<file path="src/rtl/dpc_pkg.sv">
// Shared widths, constants, codes and command types for the depth-to-point-cloud block.
package dpc_pkg;

  localparam int unsigned MAX_DIM_DEF = 2048;

  localparam int unsigned DEPTH_W   = 16;
  localparam int unsigned COLOUR_W  = 8;
  localparam int unsigned DIM_REG_W = 12;
  localparam int unsigned SCALE_W   = 24;
  localparam int unsigned INVF_W    = 24;
  localparam int unsigned CFG_IDX_W = 2;
  localparam int unsigned CFG_DATA_W = 24;

  localparam int unsigned OP_W      = 24;
  localparam int unsigned PROD_W    = 2 * OP_W;
  localparam int unsigned Z_W       = DEPTH_W + SCALE_W;
  localparam int unsigned T_W       = Z_W + INVF_W;
  localparam int unsigned COORD_W   = 32;
  localparam int unsigned RND_SHIFT = 25;

  localparam logic [DIM_REG_W-1:0] FRAME_WIDTH_RST  = 12'd640;
  localparam logic [DIM_REG_W-1:0] FRAME_HEIGHT_RST = 12'd480;
  localparam logic [SCALE_W-1:0]   DEPTH_SCALE_RST  = 24'd65536;
  localparam logic [INVF_W-1:0]    INV_FOCAL_RST    = 24'd29361;

  localparam logic [COORD_W-1:0] COORD_MAX = 32'h7FFF_FFFF;
  localparam logic [COORD_W-1:0] COORD_MIN = 32'h8000_0000;

  typedef enum logic [CFG_IDX_W-1:0] {
    CFG_FRAME_WIDTH,
    CFG_FRAME_HEIGHT,
    CFG_DEPTH_SCALE,
    CFG_INV_FOCAL
  } cfg_idx_e;

  typedef enum logic [2:0] {
    A_DEPTH,
    A_Z_LO,
    A_Z_HI,
    A_T_LO,
    A_T_MID,
    A_T_HI
  } a_sel_e;

  typedef enum logic [1:0] {
    B_SCALE,
    B_INV_FOCAL,
    B_MAG_X,
    B_MAG_Y
  } b_sel_e;

  typedef enum logic [1:0] {
    WB_NONE,
    WB_Z,
    WB_T,
    WB_ACC
  } wb_e;

  typedef struct packed {
    a_sel_e     a_sel;
    b_sel_e     b_sel;
    wb_e        wb;
    logic       clear;
    logic [1:0] slice;
    logic       store_x;
  } mul_cmd_t;

  typedef struct packed {
    logic     accept;
    mul_cmd_t mul;
    logic     out_load;
  } dp_cmd_t;

endpackage

</file>
<file path="src/rtl/dpc_ctrl.sv">
// Sequencer for the shared multiplier and the input and output handshakes.
module dpc_ctrl (
  input  logic              clk_i,
  input  logic              rst_ni,
  input  logic              in_valid_i,
  output logic              in_stall_o,
  output logic              out_valid_o,
  input  logic              out_stall_i,
  output dpc_pkg::dp_cmd_t  cmd_o
);
  import dpc_pkg::*;

  typedef enum logic [3:0] {
    S_IDLE,
    S_Z,
    S_Z_WAIT,
    S_T0,
    S_T1,
    S_T_WAIT,
    S_X0,
    S_X1,
    S_X2,
    S_Y0,
    S_Y1,
    S_Y2,
    S_Y_WAIT,
    S_OUT
  } state_e;

  state_e   state_q, state_d;
  logic     out_valid_q, out_valid_d;
  logic     out_free;
  dp_cmd_t  cmd;

  assign out_free = !out_valid_q || !out_stall_i;

  always_comb begin
    cmd         = '0;
    state_d     = state_q;
    cmd.mul.wb  = WB_NONE;
    case (state_q)
      S_IDLE: begin
        cmd.accept = in_valid_i;
        if (in_valid_i) begin
          state_d = S_Z;
        end
      end
      S_Z: begin
        cmd.mul.a_sel = A_DEPTH;
        cmd.mul.b_sel = B_SCALE;
        cmd.mul.wb    = WB_Z;
        state_d       = S_Z_WAIT;
      end
      S_Z_WAIT: begin
        state_d = S_T0;
      end
      S_T0: begin
        cmd.mul.a_sel = A_Z_LO;
        cmd.mul.b_sel = B_INV_FOCAL;
        cmd.mul.wb    = WB_T;
        cmd.mul.clear = 1'b1;
        cmd.mul.slice = 2'd0;
        state_d       = S_T1;
      end
      S_T1: begin
        cmd.mul.a_sel = A_Z_HI;
        cmd.mul.b_sel = B_INV_FOCAL;
        cmd.mul.wb    = WB_T;
        cmd.mul.slice = 2'd1;
        state_d       = S_T_WAIT;
      end
      S_T_WAIT: begin
        state_d = S_X0;
      end
      S_X0: begin
        cmd.mul.a_sel = A_T_LO;
        cmd.mul.b_sel = B_MAG_X;
        cmd.mul.wb    = WB_ACC;
        cmd.mul.clear = 1'b1;
        cmd.mul.slice = 2'd0;
        state_d       = S_X1;
      end
      S_X1: begin
        cmd.mul.a_sel = A_T_MID;
        cmd.mul.b_sel = B_MAG_X;
        cmd.mul.wb    = WB_ACC;
        cmd.mul.slice = 2'd1;
        state_d       = S_X2;
      end
      S_X2: begin
        cmd.mul.a_sel = A_T_HI;
        cmd.mul.b_sel = B_MAG_X;
        cmd.mul.wb    = WB_ACC;
        cmd.mul.slice = 2'd2;
        state_d       = S_Y0;
      end
      S_Y0: begin
        cmd.mul.a_sel   = A_T_LO;
        cmd.mul.b_sel   = B_MAG_Y;
        cmd.mul.wb      = WB_ACC;
        cmd.mul.clear   = 1'b1;
        cmd.mul.slice   = 2'd0;
        cmd.mul.store_x = 1'b1;
        state_d         = S_Y1;
      end
      S_Y1: begin
        cmd.mul.a_sel = A_T_MID;
        cmd.mul.b_sel = B_MAG_Y;
        cmd.mul.wb    = WB_ACC;
        cmd.mul.slice = 2'd1;
        state_d       = S_Y2;
      end
      S_Y2: begin
        cmd.mul.a_sel = A_T_HI;
        cmd.mul.b_sel = B_MAG_Y;
        cmd.mul.wb    = WB_ACC;
        cmd.mul.slice = 2'd2;
        state_d       = S_Y_WAIT;
      end
      S_Y_WAIT: begin
        state_d = S_OUT;
      end
      S_OUT: begin
        cmd.out_load = out_free;
        if (out_free) begin
          state_d = S_IDLE;
        end
      end
      default: begin
        state_d = S_IDLE;
      end
    endcase
  end

  assign out_valid_d = cmd.out_load || (out_valid_q && out_stall_i);

  always_ff @(posedge clk_i or negedge rst_ni) begin
    if (!rst_ni) begin
      state_q     <= S_IDLE;
      out_valid_q <= 1'b0;
    end else begin
      state_q     <= state_d;
      out_valid_q <= out_valid_d;
    end
  end

  assign in_stall_o  = (state_q != S_IDLE);
  assign out_valid_o = out_valid_q;
  assign cmd_o       = cmd;

endmodule

</file>
<file path="src/rtl/dpc_datapath.sv">
// Config registers, pixel counters, shared 24x24 multiplier, accumulators and output register.
module dpc_datapath #(
  parameter int unsigned MAX_DIM = dpc_pkg::MAX_DIM_DEF
) (
  input  logic                              clk_i,
  input  logic                              rst_ni,
  input  logic                              cfg_we_i,
  input  logic [dpc_pkg::CFG_IDX_W-1:0]     cfg_addr_i,
  input  logic [dpc_pkg::CFG_DATA_W-1:0]    cfg_wdata_i,
  input  logic [dpc_pkg::DEPTH_W-1:0]       depth_raw_i,
  input  logic [dpc_pkg::COLOUR_W-1:0]      red_in_i,
  input  logic [dpc_pkg::COLOUR_W-1:0]      green_in_i,
  input  logic [dpc_pkg::COLOUR_W-1:0]      blue_in_i,
  input  dpc_pkg::dp_cmd_t                  cmd_i,
  output logic signed [dpc_pkg::COORD_W-1:0] point_x_o,
  output logic signed [dpc_pkg::COORD_W-1:0] point_y_o,
  output logic signed [dpc_pkg::COORD_W-1:0] point_z_o,
  output logic [dpc_pkg::COLOUR_W-1:0]      red_out_o,
  output logic [dpc_pkg::COLOUR_W-1:0]      green_out_o,
  output logic [dpc_pkg::COLOUR_W-1:0]      blue_out_o,
  output logic                              frame_end_o
);
  import dpc_pkg::*;

  localparam int unsigned DW   = $clog2(MAX_DIM);
  localparam int unsigned DIMW = $clog2(MAX_DIM + 1);
  localparam int unsigned SW   = DIMW + 2;
  localparam int unsigned MW   = SW - 1;
  localparam int unsigned ACCW = T_W + MW + 1;
  localparam int unsigned QW   = ACCW - RND_SHIFT;

  function automatic logic [DIMW-1:0] eff_dim(input logic [DIM_REG_W-1:0] v);
    if (v == '0) begin
      return DIMW'(1);
    end else if (32'(v) > MAX_DIM) begin
      return DIMW'(MAX_DIM);
    end else begin
      return DIMW'(v);
    end
  endfunction

  // round half away from zero: accumulator was seeded with half an LSB
  function automatic logic [COORD_W-1:0] sat_coord(input logic [ACCW-1:0] acc,
                                                   input logic neg);
    logic [QW-1:0] q;
    q = acc[ACCW-1:RND_SHIFT];
    if (|q[QW-1:COORD_W-1]) begin
      return neg ? COORD_MIN : COORD_MAX;
    end else begin
      return neg ? (COORD_W'(0) - q[COORD_W-1:0]) : q[COORD_W-1:0];
    end
  endfunction

  logic [DIM_REG_W-1:0] frame_width_q, frame_height_q;
  logic [SCALE_W-1:0]   depth_scale_q;
  logic [INVF_W-1:0]    inv_focal_q;

  logic [DW-1:0]   col_q, col_d, row_q, row_d;
  logic [DIMW-1:0] w_eff, h_eff;
  logic [SW-1:0]   dx, dy, dx_neg, dy_neg;
  logic [MW-1:0]   mag_x, mag_y;
  logic            last_col, last_row;

  logic [DEPTH_W-1:0]  depth_q;
  logic [COLOUR_W-1:0] red_q, green_q, blue_q;
  logic [MW-1:0]       mag_x_q, mag_y_q;
  logic                neg_x_q, neg_y_q, fend_q;

  logic [OP_W-1:0]   op_a, op_b;
  logic [PROD_W-1:0] prod_q;
  mul_cmd_t          cmd_q;

  logic [Z_W-1:0]     z_q;
  logic [T_W-1:0]     t_q, t_base, t_add;
  logic [ACCW-1:0]    acc_q, acc_base, acc_add;
  logic [COORD_W-1:0] x_q;

  logic [COORD_W-1:0]  point_x_q, point_y_q, point_z_q;
  logic [COLOUR_W-1:0] red_out_q, green_out_q, blue_out_q;
  logic                frame_end_q;

  always_ff @(posedge clk_i or negedge rst_ni) begin
    if (!rst_ni) begin
      frame_width_q  <= FRAME_WIDTH_RST;
      frame_height_q <= FRAME_HEIGHT_RST;
      depth_scale_q  <= DEPTH_SCALE_RST;
      inv_focal_q    <= INV_FOCAL_RST;
    end else if (cfg_we_i) begin
      case (cfg_addr_i)
        CFG_FRAME_WIDTH:  frame_width_q  <= cfg_wdata_i[DIM_REG_W-1:0];
        CFG_FRAME_HEIGHT: frame_height_q <= cfg_wdata_i[DIM_REG_W-1:0];
        CFG_DEPTH_SCALE:  depth_scale_q  <= cfg_wdata_i[SCALE_W-1:0];
        CFG_INV_FOCAL:    inv_focal_q    <= cfg_wdata_i[INVF_W-1:0];
        default: ;
      endcase
    end
  end

  always_comb begin
    w_eff    = eff_dim(frame_width_q);
    h_eff    = eff_dim(frame_height_q);
    dx       = (SW'(col_q) << 1) - (SW'(w_eff) - SW'(1));
    dy       = (SW'(row_q) << 1) - (SW'(h_eff) - SW'(1));
    dx_neg   = SW'(0) - dx;
    dy_neg   = SW'(0) - dy;
    mag_x    = dx[SW-1] ? dx_neg[MW-1:0] : dx[MW-1:0];
    mag_y    = dy[SW-1] ? dy_neg[MW-1:0] : dy[MW-1:0];
    last_col = ((DIMW+1)'(col_q) + (DIMW+1)'(1)) >= (DIMW+1)'(w_eff);
    last_row = ((DIMW+1)'(row_q) + (DIMW+1)'(1)) >= (DIMW+1)'(h_eff);
    col_d    = col_q + DW'(1);
    row_d    = row_q;
    if (last_col) begin
      col_d = '0;
      row_d = last_row ? '0 : (row_q + DW'(1));
    end
  end

  always_ff @(posedge clk_i or negedge rst_ni) begin
    if (!rst_ni) begin
      col_q <= '0;
      row_q <= '0;
    end else if (cmd_i.accept) begin
      col_q <= col_d;
      row_q <= row_d;
    end
  end

  always_ff @(posedge clk_i) begin
    if (cmd_i.accept) begin
      depth_q <= depth_raw_i;
      red_q   <= red_in_i;
      green_q <= green_in_i;
      blue_q  <= blue_in_i;
      mag_x_q <= mag_x;
      mag_y_q <= mag_y;
      neg_x_q <= dx[SW-1];
      neg_y_q <= dy[SW-1];
      fend_q  <= last_col && last_row;
    end
  end

  always_comb begin
    case (cmd_i.mul.a_sel)
      A_DEPTH: op_a = OP_W'(depth_q);
      A_Z_LO:  op_a = z_q[OP_W-1:0];
      A_Z_HI:  op_a = OP_W'(z_q[Z_W-1:OP_W]);
      A_T_LO:  op_a = t_q[OP_W-1:0];
      A_T_MID: op_a = t_q[2*OP_W-1:OP_W];
      A_T_HI:  op_a = OP_W'(t_q[T_W-1:2*OP_W]);
      default: op_a = '0;
    endcase
    case (cmd_i.mul.b_sel)
      B_SCALE:     op_b = OP_W'(depth_scale_q);
      B_INV_FOCAL: op_b = OP_W'(inv_focal_q);
      B_MAG_X:     op_b = OP_W'(mag_x_q);
      B_MAG_Y:     op_b = OP_W'(mag_y_q);
      default:     op_b = '0;
    endcase
  end

  always_ff @(posedge clk_i) begin
    prod_q <= PROD_W'(op_a) * PROD_W'(op_b);
  end

  always_ff @(posedge clk_i or negedge rst_ni) begin
    if (!rst_ni) begin
      cmd_q <= '0;
    end else begin
      cmd_q <= cmd_i.mul;
    end
  end

  always_comb begin
    t_base   = cmd_q.clear ? '0 : t_q;
    acc_base = cmd_q.clear ? (ACCW'(1) << (RND_SHIFT - 1)) : acc_q;
    case (cmd_q.slice)
      2'd0: begin
        t_add   = T_W'(prod_q);
        acc_add = ACCW'(prod_q);
      end
      2'd1: begin
        t_add   = T_W'(prod_q) << OP_W;
        acc_add = ACCW'(prod_q) << OP_W;
      end
      default: begin
        t_add   = T_W'(prod_q) << (2 * OP_W);
        acc_add = ACCW'(prod_q) << (2 * OP_W);
      end
    endcase
  end

  always_ff @(posedge clk_i) begin
    case (cmd_q.wb)
      WB_Z:    z_q   <= prod_q[Z_W-1:0];
      WB_T:    t_q   <= t_base + t_add;
      WB_ACC:  acc_q <= acc_base + acc_add;
      default: ;
    endcase
    if (cmd_q.store_x) begin
      x_q <= sat_coord(acc_q, neg_x_q);
    end
  end

  always_ff @(posedge clk_i) begin
    if (cmd_i.out_load) begin
      point_x_q   <= x_q;
      point_y_q   <= sat_coord(acc_q, neg_y_q);
      point_z_q   <= (|z_q[Z_W-1:COORD_W-1]) ? COORD_MAX : z_q[COORD_W-1:0];
      red_out_q   <= red_q;
      green_out_q <= green_q;
      blue_out_q  <= blue_q;
      frame_end_q <= fend_q;
    end
  end

  assign point_x_o   = $signed(point_x_q);
  assign point_y_o   = $signed(point_y_q);
  assign point_z_o   = $signed(point_z_q);
  assign red_out_o   = red_out_q;
  assign green_out_o = green_out_q;
  assign blue_out_o  = blue_out_q;
  assign frame_end_o = frame_end_q;

endmodule

</file>
<file path="src/rtl/depth_pixel_to_point_cloud.sv">
// Top level: back-projects raster-order depth pixels into coloured 3-D points.
//
// Input channel: in_valid_i / in_stall_o carry one pixel per beat (raw depth
// and RGB). Output channel: out_valid_o / out_stall_i carry one point per beat
// (x, y, z in signed Q15.16, the colour, and a flag on the last pixel of a
// frame). A beat moves on a clock edge with valid high and stall low.
// Each pixel runs through one shared 24x24 multiplier nine times in
// sequence (z, z/f in two slices, x and y in three slices each), and no new
// pixel is taken until the point of the last one is loaded into the output
// register. The output register lets the next pixel enter while the
// previous point waits; a stalled point holds until taken, and the block
// then waits with the finished point before loading it.
// Config writes (cfg_we_i, cfg_addr_i, cfg_wdata_i) go in between pixels.
// Reset restores 640x480, unity depth scale and the default 1/f, and starts
// the column and row counters at the top-left pixel.
module depth_pixel_to_point_cloud #(
  parameter int unsigned MAX_DIM = dpc_pkg::MAX_DIM_DEF
) (
  input  logic                               clk_i,
  input  logic                               rst_ni,
  input  logic                               cfg_we_i,
  input  logic [dpc_pkg::CFG_IDX_W-1:0]      cfg_addr_i,
  input  logic [dpc_pkg::CFG_DATA_W-1:0]     cfg_wdata_i,
  input  logic                               in_valid_i,
  output logic                               in_stall_o,
  input  logic [dpc_pkg::DEPTH_W-1:0]        depth_raw_i,
  input  logic [dpc_pkg::COLOUR_W-1:0]       red_in_i,
  input  logic [dpc_pkg::COLOUR_W-1:0]       green_in_i,
  input  logic [dpc_pkg::COLOUR_W-1:0]       blue_in_i,
  output logic                               out_valid_o,
  input  logic                               out_stall_i,
  output logic signed [dpc_pkg::COORD_W-1:0] point_x_o,
  output logic signed [dpc_pkg::COORD_W-1:0] point_y_o,
  output logic signed [dpc_pkg::COORD_W-1:0] point_z_o,
  output logic [dpc_pkg::COLOUR_W-1:0]       red_out_o,
  output logic [dpc_pkg::COLOUR_W-1:0]       green_out_o,
  output logic [dpc_pkg::COLOUR_W-1:0]       blue_out_o,
  output logic                               frame_end_o
);
  import dpc_pkg::*;

  dp_cmd_t dp_cmd;

  dpc_ctrl u_ctrl (
    .clk_i       (clk_i),
    .rst_ni      (rst_ni),
    .in_valid_i  (in_valid_i),
    .in_stall_o  (in_stall_o),
    .out_valid_o (out_valid_o),
    .out_stall_i (out_stall_i),
    .cmd_o       (dp_cmd)
  );

  dpc_datapath #(
    .MAX_DIM (MAX_DIM)
  ) u_datapath (
    .clk_i       (clk_i),
    .rst_ni      (rst_ni),
    .cfg_we_i    (cfg_we_i),
    .cfg_addr_i  (cfg_addr_i),
    .cfg_wdata_i (cfg_wdata_i),
    .depth_raw_i (depth_raw_i),
    .red_in_i    (red_in_i),
    .green_in_i  (green_in_i),
    .blue_in_i   (blue_in_i),
    .cmd_i       (dp_cmd),
    .point_x_o   (point_x_o),
    .point_y_o   (point_y_o),
    .point_z_o   (point_z_o),
    .red_out_o   (red_out_o),
    .green_out_o (green_out_o),
    .blue_out_o  (blue_out_o),
    .frame_end_o (frame_end_o)
  );

  // a taken pixel keeps the block busy on the next cycle
  a_busy_after_accept: assert property (@(posedge clk_i) disable iff (!rst_ni)
    (in_valid_i && !in_stall_o) |=> in_stall_o)
    else $error("input taken again straight after a beat");

  // the output register is only overwritten when free
  a_load_when_free: assert property (@(posedge clk_i) disable iff (!rst_ni)
    dp_cmd.out_load |-> (!out_valid_o || !out_stall_i))
    else $error("point overwritten while stalled");

  // depth and scale are unsigned, so z never comes out negative
  a_z_non_negative: assert property (@(posedge clk_i) disable iff (!rst_ni)
    out_valid_o |-> !point_z_o[COORD_W-1])
    else $error("negative z on output");

  // loading a point and taking a pixel never coincide
  a_accept_load_apart: assert property (@(posedge clk_i) disable iff (!rst_ni)
    !(dp_cmd.accept && dp_cmd.out_load))
    else $error("accept and output load in one cycle");

endmodule

</file>
<file path="config.mk">
export PLATFORM = sky130hd
export DESIGN_NAME = depth_pixel_to_point_cloud
export DESIGN_NICKNAME = d
export VERILOG_FILES = /design/src/rtl/dpc_pkg.sv /design/src/rtl/dpc_ctrl.sv /design/src/rtl/dpc_datapath.sv /design/src/rtl/depth_pixel_to_point_cloud.sv
export SDC_FILE = /design/constraint.sdc
export NUM_CORES = 2
export LEC_CHECK = 0
export BUFFER_PORTS_ARGS = -buffer_cell sky130_fd_sc_hd__buf_4
export CAP_MARGIN = 20
export CORE_ASPECT_RATIO = 1.75
export CORE_UTILIZATION = 40
export CTS_CLUSTER_SIZE = 40
export DETAILED_ROUTE_END_ITERATION = 7
export GPL_TIMING_DRIVEN = 0
export SETUP_SLACK_MARGIN = 0.2
export SKIP_LAST_GASP = 1
export SYNTH_ARGS = -nofsm -noshare
export SYNTH_HDL_FRONTEND = slang
export SYNTH_HIERARCHICAL = 1
export SYNTH_SLANG_ARGS = --single-unit
export TNS_END_PERCENT = 5
</file>
<file path="constraint.sdc">
create_clock -name clk_i -period 26 [get_ports clk_i]
set_clock_uncertainty 0.05 [all_clocks]
set_input_delay 5.2 -clock clk_i [delete_from_list [all_inputs] [get_ports clk_i]]
set_output_delay 5.2 -clock clk_i [all_outputs]
set_load 0.01 [all_outputs]
</file>
==> impl_metrics.tcl <==
set metrics [dict create \
    status "finished, final reports clean" \
    via_per_inst 5.58 \
    die_area_um2 132000 \
    cts_resized 0 \
    cp_top_family "compound AO/OA/AOI/OAI gates" \
    routed-via-count 41600 \
    max_stage_delay_ps 920 \
    fillers 12700 \
    yosysUniqueCellTypes 100 \
    r2r_slack_ps 12220 \
    reg2reg_depth 34 \
    cts_hold_buf 0 \
    clk_pin_slew_worst_paths_ps 70 \
    drc 0 \
    syn2layout_area_growth_pct 11.6 \
    clk_latency_ps 700 \
    path_class "register to register" \
    critPathRequiredTime_ps 26500 \
    layout_commonest_cell "inv_1" \
    portBuffers 193 \
    core_um2 130000 \
    clock-sinks 557 \
    cts_root_buffer "clkbuf_16" \
    final-hold-violation-count 0 \
    dpl.hpwl_mm 167 \
    relSlewSlack_pct 14.8 \
    layout-drive-gt1-share_pct 9.50 \
    post-route-util_pct 45.0 \
    final_max_slew_viol_count 0 \
    wirelength_mm 199 \
    synth-seq-area-share_pct 30.1 \
    ys_warn_count 6 \
    multi_input_area_um2 33300 \
    grt_pass1_wl_mm 288 \
    grt_pass1_vias 44400 \
    final_cell_mix "649 x inv_1, 645 x nand2_1, 484 x fa_1" \
    drt_iter0_drc 2726 \
    cts_max_level 2 \
    grt_max_degree 62 \
    ys_ff_latch 557 \
    cp_common_cell "fa_1" \
    grt.total_usage_pct 30.3 \
    io_pins 194 \
    dr.pass1.iters 6 \
    core.rowCount 175 \
    tightest_slew_ps 1280 \
    reg2reg_to "u_datapath/prod_q[47]" \
    worst_setup_path_start_kind "register" \
    fp.dieW_um 275 \
    cts_tree "built" \
    clockBufferDepth 3 \
    cp-end-kind "register" \
    antenna_found_initial 7 \
    ys.flop_type "edfxtp_1" \
    hold_depth 0 \
    syn_avg_cell_area_um2 9.62 \
    async_flop_share_pct 18.9 \
    syn-cell-area_um2 52300 \
    synth-edff-count 404 \
    postCtsSetupBuffers 0 \
    nets 6654 \
    cap_violations 0 \
    fin_crit_sh_pct 53.0 \
    setup_viol 0 \
    crit_fanout 10 \
    tns_ps 0 \
    synth_cells 5438 \
    detail-route-antenna-nets 0 \
    place.gp.congestion 1.04 \
    gr-total-overflow 0 \
    holdCritPathClass "register to register" \
    max_freq_mhz 72.6 \
    cp.arrival_ps 14280 \
    rsz0062_at_grt "false" \
    wl_per_cell_um 26.7 \
    die_h_um 481 \
    cts_buffers 58 \
    start_util_pct 40.3 \
    cpMaxStageDelayCell "o21ai_0" \
    hold_start "u_datapath/x_q[0]" \
    whs_endpoint "u_datapath/point_x_o[0]" \
    period_needed_ps 13780 \
    timing.rr.start "u_ctrl/state_q[1]" \
    hold_slack_ps 351 \
    seqCellArea_um2 15700 \
    critPathBufInv 11 \
]
[Yosys cell counts (118+ instances only)]
master / n / share of area (%)
a21o_1: 118 / 1.7
a21oi_1: 247 / 2.4
and2_1: 135 / 1.6
clkbuf_1: 226 / 1.6
edfxtp_1: 404 / 23
fa_1: 484 / 19
ha_1: 367 / 8.8
inv_1: 649 / 4.7
nand2_1: 645 / 4.6
nor2_1: 371 / 2.7
nor2b_1: 179 / 2.1
o21ai_0: 199 / 1.9
xnor2_1: 161 / 2.7
[area by class of cell]
type,count,share of cell area [%]
Multi-Input combinational cell,3986,57.0
Sequential cell,557,26.9
Inverter,649,4.17
Tap cell,1681,3.60
Timing Repair Buffer,233,3.28
Clock buffer,71,2.75
Buffer,247,1.62
Clock inverter,38,0.668
Antenna cell,3,0.0129
[registers in the layout, indices dropped and copies added, names as in the netlist, 8 cells and up]
name                       flops
u_datapath/prod_q             48
u_datapath/frame_height_q     12
u_datapath/row_q              11
u_datapath/col_q              11
u_datapath/point_z_o          32
u_datapath/z_q                40
u_datapath/blue_out_o          8
u_datapath/frame_width_q      12
u_datapath/point_x_o          32
u_datapath/inv_focal_q        24
u_datapath/blue_q              8
u_datapath/x_q                32
u_datapath/green_out_o         8
u_datapath/mag_y_q            13
u_datapath/red_out_o           8
u_datapath/green_q             8
u_datapath/acc_q              78
u_datapath/depth_q            16
u_datapath/red_q               8
u_datapath/depth_scale_q      24
u_datapath/t_q                64
u_datapath/point_y_o          32
u_datapath/mag_x_q            13
[worst max-delay path by stage]
stage	start	to	cells after the start
finish	u_ctrl/state_q[1]	u_datapath/prod_q[47]	34
global route	u_ctrl/state_q[1]	u_datapath/prod_q[47]	34
floorplan	out_stall_i	u_datapath/blue_out_o[0]	2
global placement	out_stall_i	u_datapath/red_out_o[6]	3
detailed placement	u_ctrl/state_q[1]	u_datapath/prod_q[47]	34
CTS	u_ctrl/state_q[1]	u_datapath/prod_q[47]	34
[through the flow]
step           cell area [µm²]  std cells  setup WS, ps
4_1_cts                  58400       7459         12320
3_5_place_dp             56400       7350         12380
2_1_floorplan            52300       5439         11210
3_3_place_gp             55900       7313          5930
5_1_grt                  58400       7463         11940
6_report                 58400       7465         12220
[cells by family (layout without fill, tap and decap cells)]
kind of cell               count (synthesis)  count (layout)  synth area share (%)
muxes                                    169             169                  3.79
AOI/OAI and AO/OA                        960             960                  12.2
adders and majority gates                851             851                  27.3
buffers and inverters                    896            1238                  6.46
and+or+nand+nor                         1761            1761                  16.1
other                                      2               6                0.0143
xor gates and xnor gates                 242             242                  4.05
DFF                                      557             557                  30.1
[per-layer routing]
layer / global-route usage (%) / share of wire [%]
met5: 0 / 0.022
met4: 30.2 / 12
met3: 3.55 / 4.0
met2: 56.1 / 52
met1: 27.8 / 31
Power is left out: the tool's default activity adds up to more than one toggle a clock period on the data nets, which glitch-free logic cannot reach.
